**config.mk**
```make
export PLATFORM = sky130hd
export DESIGN_NAME = button_edge_hold_repeat_unit
export DESIGN_NICKNAME = d
export VERILOG_FILES = /design/src/design/behr_pkg.sv /design/src/design/behr_lane.sv /design/src/design/behr_merge.sv /design/src/design/button_edge_hold_repeat_unit.sv
export VERILOG_INCLUDE_DIRS = /design/src /design/src/design
export SDC_FILE = /design/constraint.sdc
export NUM_CORES = 1
export LEC_CHECK = 0
export ABC_AREA = 1
export BUFFER_PORTS_ARGS = -buffer_cell sky130_fd_sc_hd__buf_2
export CAP_MARGIN = 15
export CORE_ASPECT_RATIO = 1.4
export CORE_MARGIN = 5
export CORE_UTILIZATION = 50
export CTS_BUF_LIST = sky130_fd_sc_hd__clkbuf_2
export CTS_CLUSTER_DIAMETER = 80
export DETAILED_ROUTE_END_ITERATION = 10
export PLACE_DENSITY = 0.78
export SLEW_MARGIN = 20
export SYNTH_ARGS = -nofsm -noshare
export SYNTH_HDL_FRONTEND = slang
export SYNTH_SLANG_ARGS = --single-unit
```
**constraint.sdc**
```tcl
create_clock -name clock -period 7.8 [get_ports clock]
set_clock_uncertainty 0.05 [all_clocks]
set_input_delay 0.78 -clock clock [delete_from_list [all_inputs] [get_ports clock]]
set_output_delay 0.78 -clock clock [all_outputs]
set_load 0.03 [all_outputs]
```
**src/design/button_edge_hold_repeat_unit_macros.svh**
```systemverilog
// Assertion macros shared by the button edge, hold and repeat block.
`ifndef BUTTON_EDGE_HOLD_REPEAT_UNIT_MACROS_SVH
`define BUTTON_EDGE_HOLD_REPEAT_UNIT_MACROS_SVH

// A condition that must hold at every clock edge outside reset.
`define BEHR_ASSERT_NOW(lbl, cond, msg) \
   lbl: assert property (@(posedge clock) disable iff (reset) (cond)) else $error(msg);

// A consequence that must hold in the cycle after the trigger.
`define BEHR_ASSERT_NEXT(lbl, ante, cons, msg) \
   lbl: assert property (@(posedge clock) disable iff (reset) (ante) |=> (cons)) \
      else $error(msg);

`endif

```
**src/design/behr_pkg.sv**
```systemverilog
// Shared types and constants for the button edge, hold and repeat block.
`default_nettype none

package behr_pkg;

   localparam int MASK_W          = 8;
   localparam int TICK_W          = 10;
   localparam int HOLD_W          = 16;
   localparam int PERIOD_W        = 10;
   localparam int ACC_W           = 11;
   localparam int CSR_ADDR_W      = 4;
   localparam int CSR_DATA_W      = 32;
   localparam int RSP_DATA_W      = 5 * MASK_W;
   localparam int NUM_BUTTONS_DEF = 8;

   localparam logic [TICK_W-1:0]   TICK_RESET      = TICK_W'(10);
   localparam logic [HOLD_W-1:0]   THRESHOLD_RESET = HOLD_W'(1000);
   localparam logic [HOLD_W-1:0]   DELAY_RESET     = HOLD_W'(500);
   localparam logic [PERIOD_W-1:0] PERIOD_RESET    = PERIOD_W'(100);

   localparam logic [1:0] REG_TICK      = 2'd0;
   localparam logic [1:0] REG_THRESHOLD = 2'd1;
   localparam logic [1:0] REG_DELAY     = 2'd2;
   localparam logic [1:0] REG_PERIOD    = 2'd3;

   typedef struct packed {
      logic [TICK_W-1:0]   tick_ms;
      logic [HOLD_W-1:0]   hold_threshold_ms;
      logic [HOLD_W-1:0]   repeat_delay_ms;
      logic [PERIOD_W-1:0] repeat_period_ms;
   } cfg_type;

   typedef struct packed {
      logic level;
      logic pressed;
      logic released;
      logic held;
      logic repeat_pulse;
   } lane_out_type;

endpackage

`default_nettype wire

```
**src/design/behr_lane.sv**
```systemverilog
// One button lane: level, hold-time counter and auto-repeat accumulator.
`default_nettype none

module behr_lane
   import behr_pkg::*;
(
   input  wire logic         clock,
   input  wire logic         reset,
   input  wire cfg_type      cfg,
   input  wire logic         accept,
   input  wire logic         cur,
   output lane_out_type      result
);

   logic              level_ff, level_in;
   logic [HOLD_W-1:0] hold_ff, hold_in;
   logic [ACC_W-1:0]  acc_ff, acc_in;

   logic [HOLD_W:0]   hold_sum;
   logic [ACC_W:0]    acc_sum;
   logic              prev;

   assign prev     = level_ff;
   assign hold_sum = {1'b0, hold_ff} + (HOLD_W + 1)'(cfg.tick_ms);
   assign acc_sum  = {1'b0, acc_ff} + (ACC_W + 1)'(cfg.tick_ms);

   always_comb begin
      level_in = cur;
      if (cur != prev) begin
         hold_in = '0;
      end else if (hold_sum[HOLD_W]) begin
         hold_in = '1;
      end else begin
         hold_in = hold_sum[HOLD_W-1:0];
      end

      result.level        = cur;
      result.pressed      = cur && !prev;
      result.released     = !cur && prev;
      result.held         = cur && (hold_in >= cfg.hold_threshold_ms);
      result.repeat_pulse = 1'b0;
      acc_in              = acc_ff;

      // Before the delay only the press edge pulses; after it the accumulator paces pulses.
      if (cur) begin
         if (hold_in < cfg.repeat_delay_ms) begin
            result.repeat_pulse = !prev;
         end else begin
            result.repeat_pulse = (acc_ff == '0);
            if (acc_sum >= (ACC_W + 1)'(cfg.repeat_period_ms)) begin
               acc_in = '0;
            end else begin
               acc_in = acc_sum[ACC_W-1:0];
            end
         end
      end
   end

   always_ff @(posedge clock) begin
      if (reset) begin
         level_ff <= 1'b0;
         hold_ff  <= '0;
         acc_ff   <= '0;
      end else if (accept) begin
         level_ff <= level_in;
         hold_ff  <= hold_in;
         acc_ff   <= acc_in;
      end
   end

endmodule

`default_nettype wire

```
**src/design/behr_merge.sv**
```systemverilog
// Merges the lane results into the five masks and holds the output register.
`default_nettype none

module behr_merge
   import behr_pkg::*;
#(
   parameter int NUM_BUTTONS = NUM_BUTTONS_DEF
)
(
   input  wire logic                  clock,
   input  wire logic                  reset,
   input  wire lane_out_type          lanes [NUM_BUTTONS],
   input  wire logic                  accept,
   input  wire logic                  rsp_tready,
   output logic                       rsp_tvalid,
   output logic [RSP_DATA_W-1:0]      rsp_tdata,
   output logic                       can_take
);

   logic [MASK_W-1:0] cur_mask, press_mask, rel_mask, held_mask, rep_mask;
   logic [RSP_DATA_W-1:0] data_ff;
   logic                  valid_ff;

   // Button numbers beyond the lane count read as zero.
   for (genvar i = 0; i < MASK_W; i++) begin : g_bit
      if (i < NUM_BUTTONS) begin : g_on
         assign cur_mask[i]   = lanes[i].level;
         assign press_mask[i] = lanes[i].pressed;
         assign rel_mask[i]   = lanes[i].released;
         assign held_mask[i]  = lanes[i].held;
         assign rep_mask[i]   = lanes[i].repeat_pulse;
      end else begin : g_off
         assign cur_mask[i]   = 1'b0;
         assign press_mask[i] = 1'b0;
         assign rel_mask[i]   = 1'b0;
         assign held_mask[i]  = 1'b0;
         assign rep_mask[i]   = 1'b0;
      end
   end

   assign can_take   = !valid_ff || rsp_tready;
   assign rsp_tvalid = valid_ff;
   assign rsp_tdata  = data_ff;

   always_ff @(posedge clock) begin
      if (reset) begin
         valid_ff <= 1'b0;
      end else if (accept) begin
         valid_ff <= 1'b1;
      end else if (rsp_tready) begin
         valid_ff <= 1'b0;
      end
   end

   always_ff @(posedge clock) begin
      if (accept) begin
         data_ff <= {rep_mask, held_mask, rel_mask, press_mask, cur_mask};
      end
   end

endmodule

`default_nettype wire

```
**src/design/button_edge_hold_repeat_unit.sv**
```systemverilog
// Top level of the button edge, hold and auto-repeat detector.
//
// Each beat on the req_ channel is one tick and carries the raw button levels.
// Every tick produces exactly one beat on the rsp_ channel with the new levels
// and the press, release, held and auto-repeat masks for that tick.
// One lane per button updates its level, hold counter and repeat accumulator
// in the cycle the request beat is accepted; the merge stage registers the
// masks, so a result appears in the cycle after its request is accepted.
// Throughput is one tick per cycle: req_tready stays high while the result
// register is empty or being drained, so a stalled receiver stops the input
// only once a finished result is waiting.
// The user must write timing parameters through the csr_ port only while no
// tick is in flight; the block does not enforce it. Registers sit at byte
// offsets 0, 4, 8 and 12. Reset clears all button state and loads the default
// tick, threshold, delay and period values; no result is pending afterwards.
`default_nettype none

`include "button_edge_hold_repeat_unit_macros.svh"

module button_edge_hold_repeat_unit
   import behr_pkg::*;
#(
   parameter int NUM_BUTTONS = NUM_BUTTONS_DEF
)
(
   input  wire logic                   clock,
   input  wire logic                   reset,
   input  wire logic                   req_tvalid,
   output logic                        req_tready,
   input  wire logic [MASK_W-1:0]      req_tdata,   // buttons [7:0]
   output logic                        rsp_tvalid,
   input  wire logic                   rsp_tready,
   // current_mask [7:0], pressed_mask [15:8], released_mask [23:16],
   // held_mask [31:24], repeat_mask [39:32]
   output logic [RSP_DATA_W-1:0]       rsp_tdata,
   input  wire logic                   csr_psel,
   input  wire logic                   csr_penable,
   input  wire logic                   csr_pwrite,
   input  wire logic [CSR_ADDR_W-1:0]  csr_paddr,
   input  wire logic [CSR_DATA_W-1:0]  csr_pwdata,
   output logic [CSR_DATA_W-1:0]       csr_prdata,
   output logic                        csr_pready
);

   cfg_type      cfg_ff;
   lane_out_type lanes [NUM_BUTTONS];
   logic         req_accept;
   logic         can_take;
   logic         csr_write;
   logic [1:0]   csr_index;

   assign csr_pready = 1'b1;
   assign csr_write  = csr_psel && csr_penable && csr_pwrite && csr_pready;
   assign csr_index  = csr_paddr[3:2];

   always_ff @(posedge clock) begin
      if (reset) begin
         cfg_ff.tick_ms           <= TICK_RESET;
         cfg_ff.hold_threshold_ms <= THRESHOLD_RESET;
         cfg_ff.repeat_delay_ms   <= DELAY_RESET;
         cfg_ff.repeat_period_ms  <= PERIOD_RESET;
      end else if (csr_write) begin
         case (csr_index)
            REG_TICK:      cfg_ff.tick_ms           <= csr_pwdata[TICK_W-1:0];
            REG_THRESHOLD: cfg_ff.hold_threshold_ms <= csr_pwdata[HOLD_W-1:0];
            REG_DELAY:     cfg_ff.repeat_delay_ms   <= csr_pwdata[HOLD_W-1:0];
            REG_PERIOD:    cfg_ff.repeat_period_ms  <= csr_pwdata[PERIOD_W-1:0];
            default: ;
         endcase
      end
   end

   always_comb begin
      case (csr_index)
         REG_TICK:      csr_prdata = CSR_DATA_W'(cfg_ff.tick_ms);
         REG_THRESHOLD: csr_prdata = CSR_DATA_W'(cfg_ff.hold_threshold_ms);
         REG_DELAY:     csr_prdata = CSR_DATA_W'(cfg_ff.repeat_delay_ms);
         REG_PERIOD:    csr_prdata = CSR_DATA_W'(cfg_ff.repeat_period_ms);
         default:       csr_prdata = '0;
      endcase
   end

   assign req_tready = can_take;
   assign req_accept = req_tvalid && req_tready;

   for (genvar i = 0; i < NUM_BUTTONS; i++) begin : g_lane
      logic cur;
      // Buttons past the input width have no level bit and stay up.
      if (i < MASK_W) begin : g_in
         assign cur = req_tdata[i];
      end else begin : g_up
         assign cur = 1'b0;
      end

      behr_lane u_lane (
         .clock  (clock),
         .reset  (reset),
         .cfg    (cfg_ff),
         .accept (req_accept),
         .cur    (cur),
         .result (lanes[i])
      );
   end

   behr_merge #(
      .NUM_BUTTONS (NUM_BUTTONS)
   ) u_merge (
      .clock      (clock),
      .reset      (reset),
      .lanes      (lanes),
      .accept     (req_accept),
      .rsp_tready (rsp_tready),
      .rsp_tvalid (rsp_tvalid),
      .rsp_tdata  (rsp_tdata),
      .can_take   (can_take)
   );

   `BEHR_ASSERT_NEXT(a_result_follows, req_accept, rsp_tvalid && (rsp_tdata[7:0] == $past(req_tdata)), "result beat missing or level mask wrong")
   `BEHR_ASSERT_NOW(a_edges_disjoint, !rsp_tvalid || ((rsp_tdata[15:8] & rsp_tdata[23:16]) == '0), "press and release on one button")
   `BEHR_ASSERT_NOW(a_masks_need_level, !rsp_tvalid || (((rsp_tdata[15:8] | rsp_tdata[31:24] | rsp_tdata[39:32]) & ~rsp_tdata[7:0]) == '0), "press, held or repeat on a button that is up")
   `BEHR_ASSERT_NOW(a_ready_when_empty, rsp_tvalid || req_tready, "input stalled with empty result register")

endmodule

`default_nettype wire
```
# --- Yosys cells after proc, flatten, opt, wreduce, memory -nomap -nowiden ---
# Index checks and enable logic that the tools add are counted.
word_totals:
  register_bits: 317
  elab_cells: 199
  out_inout_bits: 75
classes:
  bitwise: 8
  addsub: 16
  n_eq_ne: 11
  magnitude_cmp: 24
  n_reduce_logical: 67
  n_mux: 35
op_table:
  columns: ["cell", "n"]
  rows:
  - ["two-way mux 16 bit", 16]
  - ["adder 16 x 10 -> 17 bit", 8]
  - ["greater-or-equal comparator 16 bit", 8]
  - ["< comparator 16 bit", 8]
  - ["case mux 32 bit (4 select lines)", 1]
  - ["adder 11 x 10 -> 12 bit", 8]
  - ["greater-or-equal comparator 12 x 10 -> 1 bit", 8]
  - ["logical NOT 11 bit", 8]
  - ["two-way mux 11 bit", 8]
  - ["logical AND 1 bit", 27]
  - ["AND reduction 3 bit", 8]
  - ["logical NOT 1 bit", 17]
  - ["two-way mux 1 bit", 10]
  - ["!= test 1 bit", 8]
  - ["inverter 1 bit", 8]
  - ["AND reduction 2 bit", 4]
  - ["equality test 2 bit, second input constant", 2]
  - ["equality test 2 x 1 -> 1 bit, second input constant", 1]
  - ["logical NOT 2 bit", 1]
  - ["nonzero test 2 bit", 1]
  - ["logical OR 1 bit", 1]

# --- Logic depth before layout (Yosys ltp) ---
# Gate-level depths: netlist of the first run.
logic_depth:
  ltp_word: 6
  mapped_depth: 27
  ltp_nobuf: 26

# --- By module ---
# A second synthesis of the first run with hierarchy kept.
hier_totals:
  cells_unflattened: 4525
  area_unflattened_um2: 31048.5
by_module_without_submodules:
  columns: ["module", "instances", "cells_per_inst", "seq_area_each_um2", "area_per_inst_um2"]
  rows:
  - ["behr_lane (g_lane[4].u_lane ...)", 3, 511, 560.5, 3470.8]
  - ["behr_lane (g_lane[1].u_lane ...)", 2, 513, 560.5, 3369.5]
  - ["behr_lane (g_lane[0].u_lane)", 1, 513, 560.5, 3454.6]
  - ["behr_lane (g_lane[2].u_lane)", 1, 517, 560.5, 3348.2]
  - ["behr_lane (g_lane[7].u_lane)", 1, 503, 560.5, 3306.9]
  - ["button_edge_hold_repeat_unit", 1, 388, 1041.0, 2543.7]
  - ["behr_merge", 1, 45, 1221.2, 1243.7]

# --- Worst setup path before layout of the first run ---
# OpenSTA, ideal clock, no wires.
synth_timing:
  path_kind: "register to register"
  start: "register cfg_ff[43] (netlist name)"
  end: "register u_merge.data_ff[35], in the netlist u_merge.rsp_tdata[35], data pin"
  synth_period_minus_slack_ps: 4577
  path_buffers: 1
  slack_ps: 3223
  stages_incl_launch_ff: 24
  t_arrival_ps: 4272
  cell_sequence: "dfxtp_1 > ha_1 > nand2_1 > a31oi_1 > o21ai_0 > nand2_1 > nand2_1 > o21bai_1 > nand2_1 > nand2_1 > nand2_1 > or2_2 > nand2_1 > nand2_1 > inv_1 > ha_1 > nand2_1 > o21bai_1 > a21oi_1 > a2111oi_0 > nand2_2 > buf_6 > nand2_2 > a21oi_1"
synth_via:
  elab_chain_cells: 5
synth_lines:
  columns: ["item", "line", "source"]
  rows:
  - ["start: declaration", "button_edge_hold_repeat_unit.sv:45", "cfg_type cfg_ff;"]
  - ["adder 16 x 10 -> 17 bit", "behr_lane.sv:24", "assign hold_sum = {1'b0, hold_ff} + (HOLD_W + 1)'(cfg.tick_ms);"]
  - ["two-way mux 16 bit", "behr_lane.sv:31", "end else if (hold_sum[HOLD_W]) begin"]
  - ["two-way mux 16 bit", "behr_lane.sv:29", "if (cur != prev) begin"]
  - ["named net g_lane[3].u_lane.hold_in[11]", "behr_lane.sv:16", "logic [HOLD_W-1:0] hold_ff, hold_in;"]
  - ["< comparator 16 bit", "behr_lane.sv:46", "if (hold_in < cfg.repeat_delay_ms) begin"]
  - ["two-way mux 1 bit", "behr_lane.sv:46", null]
  - ["end signal: assignment", "behr_merge.sv:57", "data_ff <= {rep_mask, held_mask, rel_mask, press_mask, cur_mask};"]
  - ["end: declaration", "behr_merge.sv:21", "logic [RSP_DATA_W-1:0] data_ff;"]
# The timed path passes the listed nets, and every way through them passes these cells.
# A chain may end at the register's enable or synchronous reset.

# --- Worst setup path after layout of the first run ---
layout_timing:
  start: "register cfg_ff[47] (netlist name)"
  end: "register g_lane[0].u_lane.acc_ff[6]"
layout_via:
  elab_chain_cells: 6
layout_lines:
  columns: ["item", "line", "source"]
  rows:
  - ["adder 16 x 10 -> 17 bit", "behr_lane.sv:24", null]
  - ["two-way mux 16 bit", "behr_lane.sv:31", null]
  - ["two-way mux 16 bit", "behr_lane.sv:29", null]
  - ["named net g_lane[0].u_lane.hold_in[11]", "behr_lane.sv:16", null]
  - ["< comparator 16 bit", "behr_lane.sv:46", null]
  - ["inverter 1 bit (no source line)", null, null]
  - ["AND reduction 3 bit (no source line)", null, null]
  - ["end signal: assignment", "behr_lane.sv:67", "acc_ff <= acc_in;"]
  - ["end: declaration", "behr_lane.sv:17", "logic [ACC_W-1:0] acc_ff, acc_in;"]
# The timed path passes the listed nets, and every way through them passes these cells.

==> summary.md, run 1 <==
| Metric | Value |
|---|---|
| Clk_lat worst skew | `1160 ps` |
| CP most frequent cell | `nand2_1` |
| WHS Path Cells | `2` |
| Fillers | `5494` |
| CTS tree | `built` |
| Die ar. | `62300 µm²` |
| Sequential area share after synthesis | `23.5%` |
| Fin. Hold Viols | `0` |
| Global routing usage on met3 | `4.69%` |
| Fmax | `178 MHz` |
| Top-area cell type share of the netlist area | `22.0%` |
| CP Data Required Time | `8710 ps` |
| Total congestion overflow | `0` |
| DRC Markers | `0` |
| Grt peak-use layer | `met2` |
| Die Width | `212 µm` |
| Yosys cell types | `59` |
| IO buf count | `90` |
| Post-layout min period | `5630 ps` |
| DRT iter0 DRCs | `2015` |
| Antenna violations before repair | `3` |
| Syn_area_per_cell | `7.02 µm²` |
| Vias in the first global route | `27000` |
| Final setup viols | `0` |
| Worst slew pin tran | `1210 ps` |
| IO Pins | `126` |
| Critical Path Max Stage Delay | `960 ps` |
| HPWL Detailed | `63100 µm` |
| Arrival @ worst endpoint | `6540 ps` |
| Worst Hold Launch | `reset` |
| Final wirelength | `87800 µm` |
| First-pass GRT wire length | `137000 µm` |
| Via/cell ratio | `5.73` |
| CTS buffer count | `81` |
| H-tree Lvls | `3` |
| Maximum vdd drop | `0.0000896 V` |
| Most used DFF post-synth | `dfxtp_1` |
| Row count | `103` |
| WL per Instance | `17.6 µm` |
| Main area contributors after synthesis | `ha_1, dfxtp_1, nand2_1, a21oi_1, inv_1` |
| Die Y | `293 µm` |
| Final ANT Viol Nets | `0` |
| Outcome | `finished clean` |
| Worst-path clk slew | `110 ps` |
| Final nets | `4767` |
| Async set-reset flop share out of synthesis | `0%` |
| Met1 usage | `32.0%` |
| Critical-path cell list | `buf_4 > ha_1 > nand2_1 > nand2_1 > a21oi_1 > nand2_1 > nand2_2 > nand2_1 > inv_1 > nand3_1 > nand2_1 > inv_1 > ha_1 > nand2_1 > inv_1 > nand3_1 > a31oi_1 > a2111oi_1 > nand2_2 > nand2_2 > nand2_1 > nand2_1 > nor2_1` |
| Fin. max-slew vios | `0` |
| RR Endpoint | `g_lane[0].u_lane.acc_ff[6]$_SDFFE_PP0P_` |
| P per Cell Area | `150 nW/µm²` |
| Via count | `28700` |
| Reg2Reg Setup Slack | `2170 ps` |
| Initial core utilization | `50.6%` |
| RR Startpoint | `cfg_ff[47]$_SDFFE_PP0P_` |
| Setup TNS Final | `0 ps` |
| GR Layer Usage met2 | `45.4%` |
| Pre-CTS setup slack | `2420 ps` |
| Synth area leader | `ha_1` |
| P_leak | `16.2 nW` |
| Post-synth EDFFs | `40` |
| Hold EP | `g_lane[2].u_lane.acc_ff[10]$_SDFFE_PP0P_` |
| Final cycle utilization of the critical path | `72.1%` |
| CP max-delay cell | `a2111oi_1` |
| Area taken by multi-input logic gates | `19500 µm²` |
| Slack of the critical path | `2170 ps` |
| Max Fanout on Critical Path | `12` |
| Endpoint class of the critical path | `register` |
| Cell area after synthesis | `28600 µm²` |
| Post-Syn Instances | `4080` |
| Layout cell share with drive strength beyond 1 | `7.44%` |
| Crit Path Class | `register to register` |
| Core area | `56600 µm²` |
| Register area | `6750 µm²` |
| Placer Congestion | `0.928` |
| Bufs on Longest Clock Path | `3` |
| Crit start category | `register` |
| Total track usage | `27.3%` |
| Min-delay worst type | `input pin to register` |
| RSZ-0062 raised after global routing | `false` |
| Pin count of the biggest net entering global routing | `173` |
| Slew headroom | `19.3%` |
| Yosys warnings | `0` |
| Area grow syn2layout | `7.24%` |
| Number of max-cap violations | `0` |
| CTS Root Cell | `clkbuf_2` |
| Worst reg-to-reg path cell count | `23` |
| #FFs+latches synth | `317` |
| Drt pass-1 iters | `7` |
| Clock sink total | `317` |
| Setup repair bufs after CTS | `0` |
## area by class of cell
| class | count | share of cell area, % |
|---|---|---|
| timing repair buffer | 142 | 2.94 |
| multi-input combinational | 3168 | 63.5 |
| antenna | 2 | 0.0163 |
| inverter | 486 | 5.98 |
| sequential | 317 | 22.0 |
| tap | 735 | 2.99 |
| clock buffer | 118 | 1.92 |
| clock inverter | 31 | 0.737 |
## metal layers
layer | share of wire, % | wire length, µm | vias up
met3 | 8.0 | 7060 | 312
met5 | 0.027 | 24 | -
met1 | 39 | 34200 | 13100
li1 | - | - | 14100
met2 | 46 | 40300 | 1125
met4 | 7.1 | 6200 | 4
## cell usage after synthesis (all sizes together), types with 12 or more instances
master / instances
nor2: 402
o21bai: 12
nand2: 807
xor2: 65
a21o: 15
nand4: 48
fa: 16
o211ai: 31
xnor2: 26
dfxtp: 277
a211oi: 42
nand3: 230
nand3b: 15
inv: 485
edfxtp: 40
a21oi: 489
a31oi: 18
o21ai: 293
nor3: 39
nor4: 27
or2: 12
buf: 51
clkbuf: 73
ha: 504
## critical path, delay by kind of cell (launching register included)
family | cells | cell delay, ps
flops | 1 | 920
fa+ha+maj | 2 | 620
buf+inv | 4 | 830
compound gates | 3 | 1180
simple gates | 14 | 1840
## worst max path at each step
| stage | startpoint | endpoint | slack [ps] | cells after the start |
|---|---|---|---|---|
| after floorplan | cfg_ff[43]$_SDFFE_PP1P_ | u_merge.rsp_tdata[35]$_SDFFCE_PN0P_ | 3220 | 23 |
| after global placement | cfg_ff[47]$_SDFFE_PP0P_ | g_lane[0].u_lane.acc_ff[2]$_SDFFE_PP0P_ | 2450 | 23 |
| after detailed placement | cfg_ff[43]$_SDFFE_PP1P_ | g_lane[0].u_lane.acc_ff[6]$_SDFFE_PP0P_ | 2420 | 26 |
| after CTS | cfg_ff[43]$_SDFFE_PP1P_ | g_lane[0].u_lane.acc_ff[6]$_SDFFE_PP0P_ | 2310 | 26 |
| after global routing | cfg_ff[43]$_SDFFE_PP1P_ | g_lane[0].u_lane.acc_ff[6]$_SDFFE_PP0P_ | 1750 | 24 |
| final | cfg_ff[47]$_SDFFE_PP0P_ | g_lane[0].u_lane.acc_ff[6]$_SDFFE_PP0P_ | 2170 | 23 |
## power by group
part           internal (W)  switching (W)  leakage, nW
combinational      0.000490       0.000937         12.9
sequential          0.00177      0.0000839         2.66
clock              0.000539       0.000789        0.595
## what timing repair did
item | CTS | global route
hold endpoints to repair | 79 | 0
setup endpoints to repair | 0 | 0
hold buffers | 25 | 0
gates resized for setup | 0 | 0
## cell families after synthesis
group           Yosys count  share of synthesized area (%)
buf+inv                 610                           8.63
flops                   317                           23.5
compound gates          956                           18.4
simple gates           1584                           23.5
fa+ha+maj               520                           23.1
other cells               2                         0.0262
xor+xnor                 91                           2.81
## layout by cell type (no fill, tap or decap), drive strengths merged, types with 16 or more instances in the layout
| master | count |
|---|---|
| o21ai | 293 |
| ha | 504 |
| nand3 | 230 |
| edfxtp | 40 |
| a211oi | 42 |
| a31oi | 18 |
| xor2 | 65 |
| xnor2 | 26 |
| conb | 17 |
| a21oi | 489 |
| inv | 487 |
| clkbuf | 118 |
| buf | 117 |
| nor3 | 39 |
| nand2 | 807 |
| nor4 | 27 |
| nand4 | 48 |
| clkinv | 25 |
| dlygate4sd3 | 25 |
| dfxtp | 277 |
| o211ai | 31 |
| fa | 16 |
| nor2 | 402 |
## through the flow
step	area (µm²)	std cells	power, W	utilization, %	hold slack [ps]
finish	30700	4999	0.00460	54.3	179
global route	30700	4998	0.00490	54.3	158
CTS	30700	4997	0.00460	54.3	74.3
detailed placement	29600	4823	0.00327	52.4	415
global placement	29600	4823	0.00323	52.4	414
floorplan	28700	4095	0.00295	-	393
## flip-flops by register name (all words and copies together) (netlist names)
register	flops
g_lane.u_lane.level_ff	8
cfg_ff	52
g_lane.u_lane.hold_ff	128
g_lane.u_lane.acc_ff	88
u_merge.rsp_tvalid	1
u_merge.rsp_tdata	40
No activity file was read; power rests on OpenSTA's default activity.
==> run 2, diff against run 1 <==
Settings changed: ABC_AREA 1 to 0.
Clock period 7.8 ns to 5.19 ns, I/O delays scaled along.
==> summary.md, run 2 <==
| Metric | Value |
|---|---|
| Setup TNS Final | `0 ps` |
| Hold WS | `80.0 ps` |
| Initial core utilization | `50.3%` |
| Slew headroom | `22.5%` |
| Outcome | `finished clean` |
| Fin. max-slew vios | `0` |
| Final cycle utilization of the critical path | `96.9%` |
| Final ANT Viol Nets | `0` |
| Area grow syn2layout | `9.38%` |
| Antenna violations before repair | `7` |
| Compound-Gate Fraction of Synth Area | `26.1%` |
| CTS Root Cell | `clkbuf_2` |
| Final wirelength | `88800 µm` |
| Post-Syn Instances | `3374` |
| Total congestion overflow | `0` |
| Number of max-cap violations | `0` |
| Most used DFF post-synth | `dfxtp_1` |
| CTS tree | `built` |
| #FFs+latches synth | `317` |
| IO buf count | `90` |
| Bufs on Longest Clock Path | `3` |
| Vias in the first global route | `26400` |
| Synth area leader | `ha_1` |
| XOR/XNOR share of the synthesized area | `3.66%` |
| Most frequent cells in the layout | `ha_1, nand2_1, a21oi_1, dfxtp_1, inv_1` |
| Total power | `0.00535 W` |
| Cell area after synthesis | `28300 µm²` |
| Reg with most FFs | `g_lane.u_lane.hold_ff` |
| Crit Path Class | `register to register` |
| Fin util | `55.0%` |
| HPWL Detailed | `64500 µm` |
| Clk_lat worst skew | `1160 ps` |
| Pin count of the biggest net entering global routing | `71` |
| Via count | `27100` |
| Main area contributors after synthesis | `ha_1, dfxtp_1, a21oi_1, nand2_1, edfxtp_1` |
| Row count | `103` |
| Placer Congestion | `0.968` |
| DRC Markers | `0` |
| Post-layout min period | `5030 ps` |
| Die Width | `211 µm` |
| Leading cell type in the layout, fill and taps excluded | `ha_1` |
| Fin. Hold Viols | `0` |
| Yosys warnings | `0` |
| Top-area cell type share of the netlist area | `22.3%` |
| P per Cell Area | `173 nW/µm²` |
| Final setup viols | `0` |
| CTS buffer count | `86` |
| CP Data Required Time | `6120 ps` |
| Sequential area share after synthesis | `23.9%` |
| Main combinational cell family by area after synthesis | `compound AO/OA/AOI/OAI gates` |
| First-pass GRT wire length | `138000 µm` |
| Min-delay worst type | `input pin to register` |
| IO Pins | `126` |
| Adder-cell share of the synthesized area | `23.4%` |
| WL per Instance | `20.4 µm` |
| Async set-reset flop share out of synthesis | `0%` |
| Worst-path clk slew | `120 ps` |
| Drt pass-1 iters | `7` |
| Post-synth EDFFs | `40` |
| Total track usage | `27.9%` |
| Crit start category | `register` |
| Die ar. | `61500 µm²` |
| Die Y | `291 µm` |
| Fmax | `199 MHz` |
| Top-count cell post-synth | `ha_1` |
| Final nets | `4115` |
| Pre-CTS setup slack | `98.1 ps` |
| Largest regs | `g_lane.u_lane.hold_ff (128), g_lane.u_lane.acc_ff (88), cfg_ff (52)` |
| Endpoint class of the critical path | `register` |
| Worst slew pin tran | `1150 ps` |
| DRT iter0 DRCs | `2102` |
| Layout cell share with drive strength beyond 1 | `10.4%` |
| Clock sink total | `317` |
| Max reg flops | `128` |
| Max Fanout on Critical Path | `11` |
| Post-synthesis simple-gate area fraction | `16.2%` |
| RSZ-0062 raised after global routing | `false` |
| Slack of the critical path | `161 ps` |
| H-tree Lvls | `3` |
| P_leak | `14.7 nW` |
| Maximum vdd drop | `0.000138 V` |
| Post-synthesis mux area share | `1.73%` |
| Via/cell ratio | `6.22` |
| Commonest cells post-synth | `ha_1, nand2_1, a21oi_1` |
| Yosys cell types | `100` |
| Syn_area_per_cell | `8.38 µm²` |
| Arrival @ worst endpoint | `5950 ps` |
| Core area | `56200 µm²` |
-- run 2: cell families after synthesis --
group	after synthesis
AO/OA/AOI/OAI	1084
AND/OR/NAND/NOR	955
adder cells (fa/ha/maj)	520
buffers and inverters	342
flip-flops	317
XOR/XNOR	118
multiplexers	36
other	2
-- run 2: area by class of cell --
cell class                      count  area [µm²]
Multi-Input combinational cell   2730       20300
Antenna cell                        5        12.5
Tap cell                          735         920
Clock buffer                      121         606
Sequential cell                   317        6750
Timing Repair Buffer              196        1370
Clock inverter                     40         208
Fill cell                        5293       25300
Inverter                          213         806
-- run 2: layer usage --
layer / GRT usage [%] / vias up / share of wire (%)
met4: 20.0 / 0 / 8.5
met5: 0 / - / 0
met3: 4.55 / 363 / 7.7
met1: 32.6 / 12600 / 38
met2: 45.9 / 1189 / 46
li1: - / 13000 / -
-- run 2: worst max-delay path, stage by stage (launching register included) --
cell and delay, ps:
dfxtp_1 900, buf_4 250, ha_1 200, o21ai_0 120, nand2b_1 160, a21boi_2 240
nand2_1 140, nor2_1 310, buf_4 230, nor2_1 70, a211oi_1 450, ha_1 240
a21oi_1 40, o21ai_0 500, nand3_1 260, o21a_1 330, o32ai_1 350
-- run 2: path summary, 6_finish.rpt --
check | startpoint | to | depth (start not counted) | slack (ps)
setup / recovery | cfg_ff[50]$_SDFFE_PP0P_ | g_lane[3].u_lane.acc_ff[3]$_SDFFE_PP0P_ | 16 | 160
hold / removal | csr_paddr[2] | cfg_ff[4]$_SDFFE_PP0P_ | 4 | 80
hold reg to reg | g_lane[0].u_lane.hold_ff[3]$_SDFFE_PP0P_ | g_lane[0].u_lane.hold_ff[3]$_SDFFE_PP0P_ | 2 | 420
setup reg to reg | cfg_ff[50]$_SDFFE_PP0P_ | g_lane[3].u_lane.acc_ff[3]$_SDFFE_PP0P_ | 16 | 160
-- run 2: power breakdown --
part | leakage [nW] | switching (W) | internal [W]
logic | 11.4 | 0.000587 | 0.000297
registers | 2.63 | 0.0000295 | 0.00253
clock network | 0.613 | 0.00121 | 0.000702
-- run 2: timing repair --
action                                  4_1_cts  5_1_grt
gates cloned                                  0        0
endpoints found under the setup margin        5       54
hold endpoints to repair                    148        0
buffers inserted                              0        2
gates resized for setup                       1       14
pin swaps                                     0        1
hold buffers                                 33        0
-- run 2: through the flow --
| stage | cells | instance area (µm²) |
|---|---|---|
| after detailed placement | 4156 | 29700 |
| after global placement | 4156 | 29700 |
| final | 4357 | 30900 |
| after floorplan | 3389 | 28300 |
| after global routing | 4357 | 30900 |
| after CTS | 4350 | 30900 |
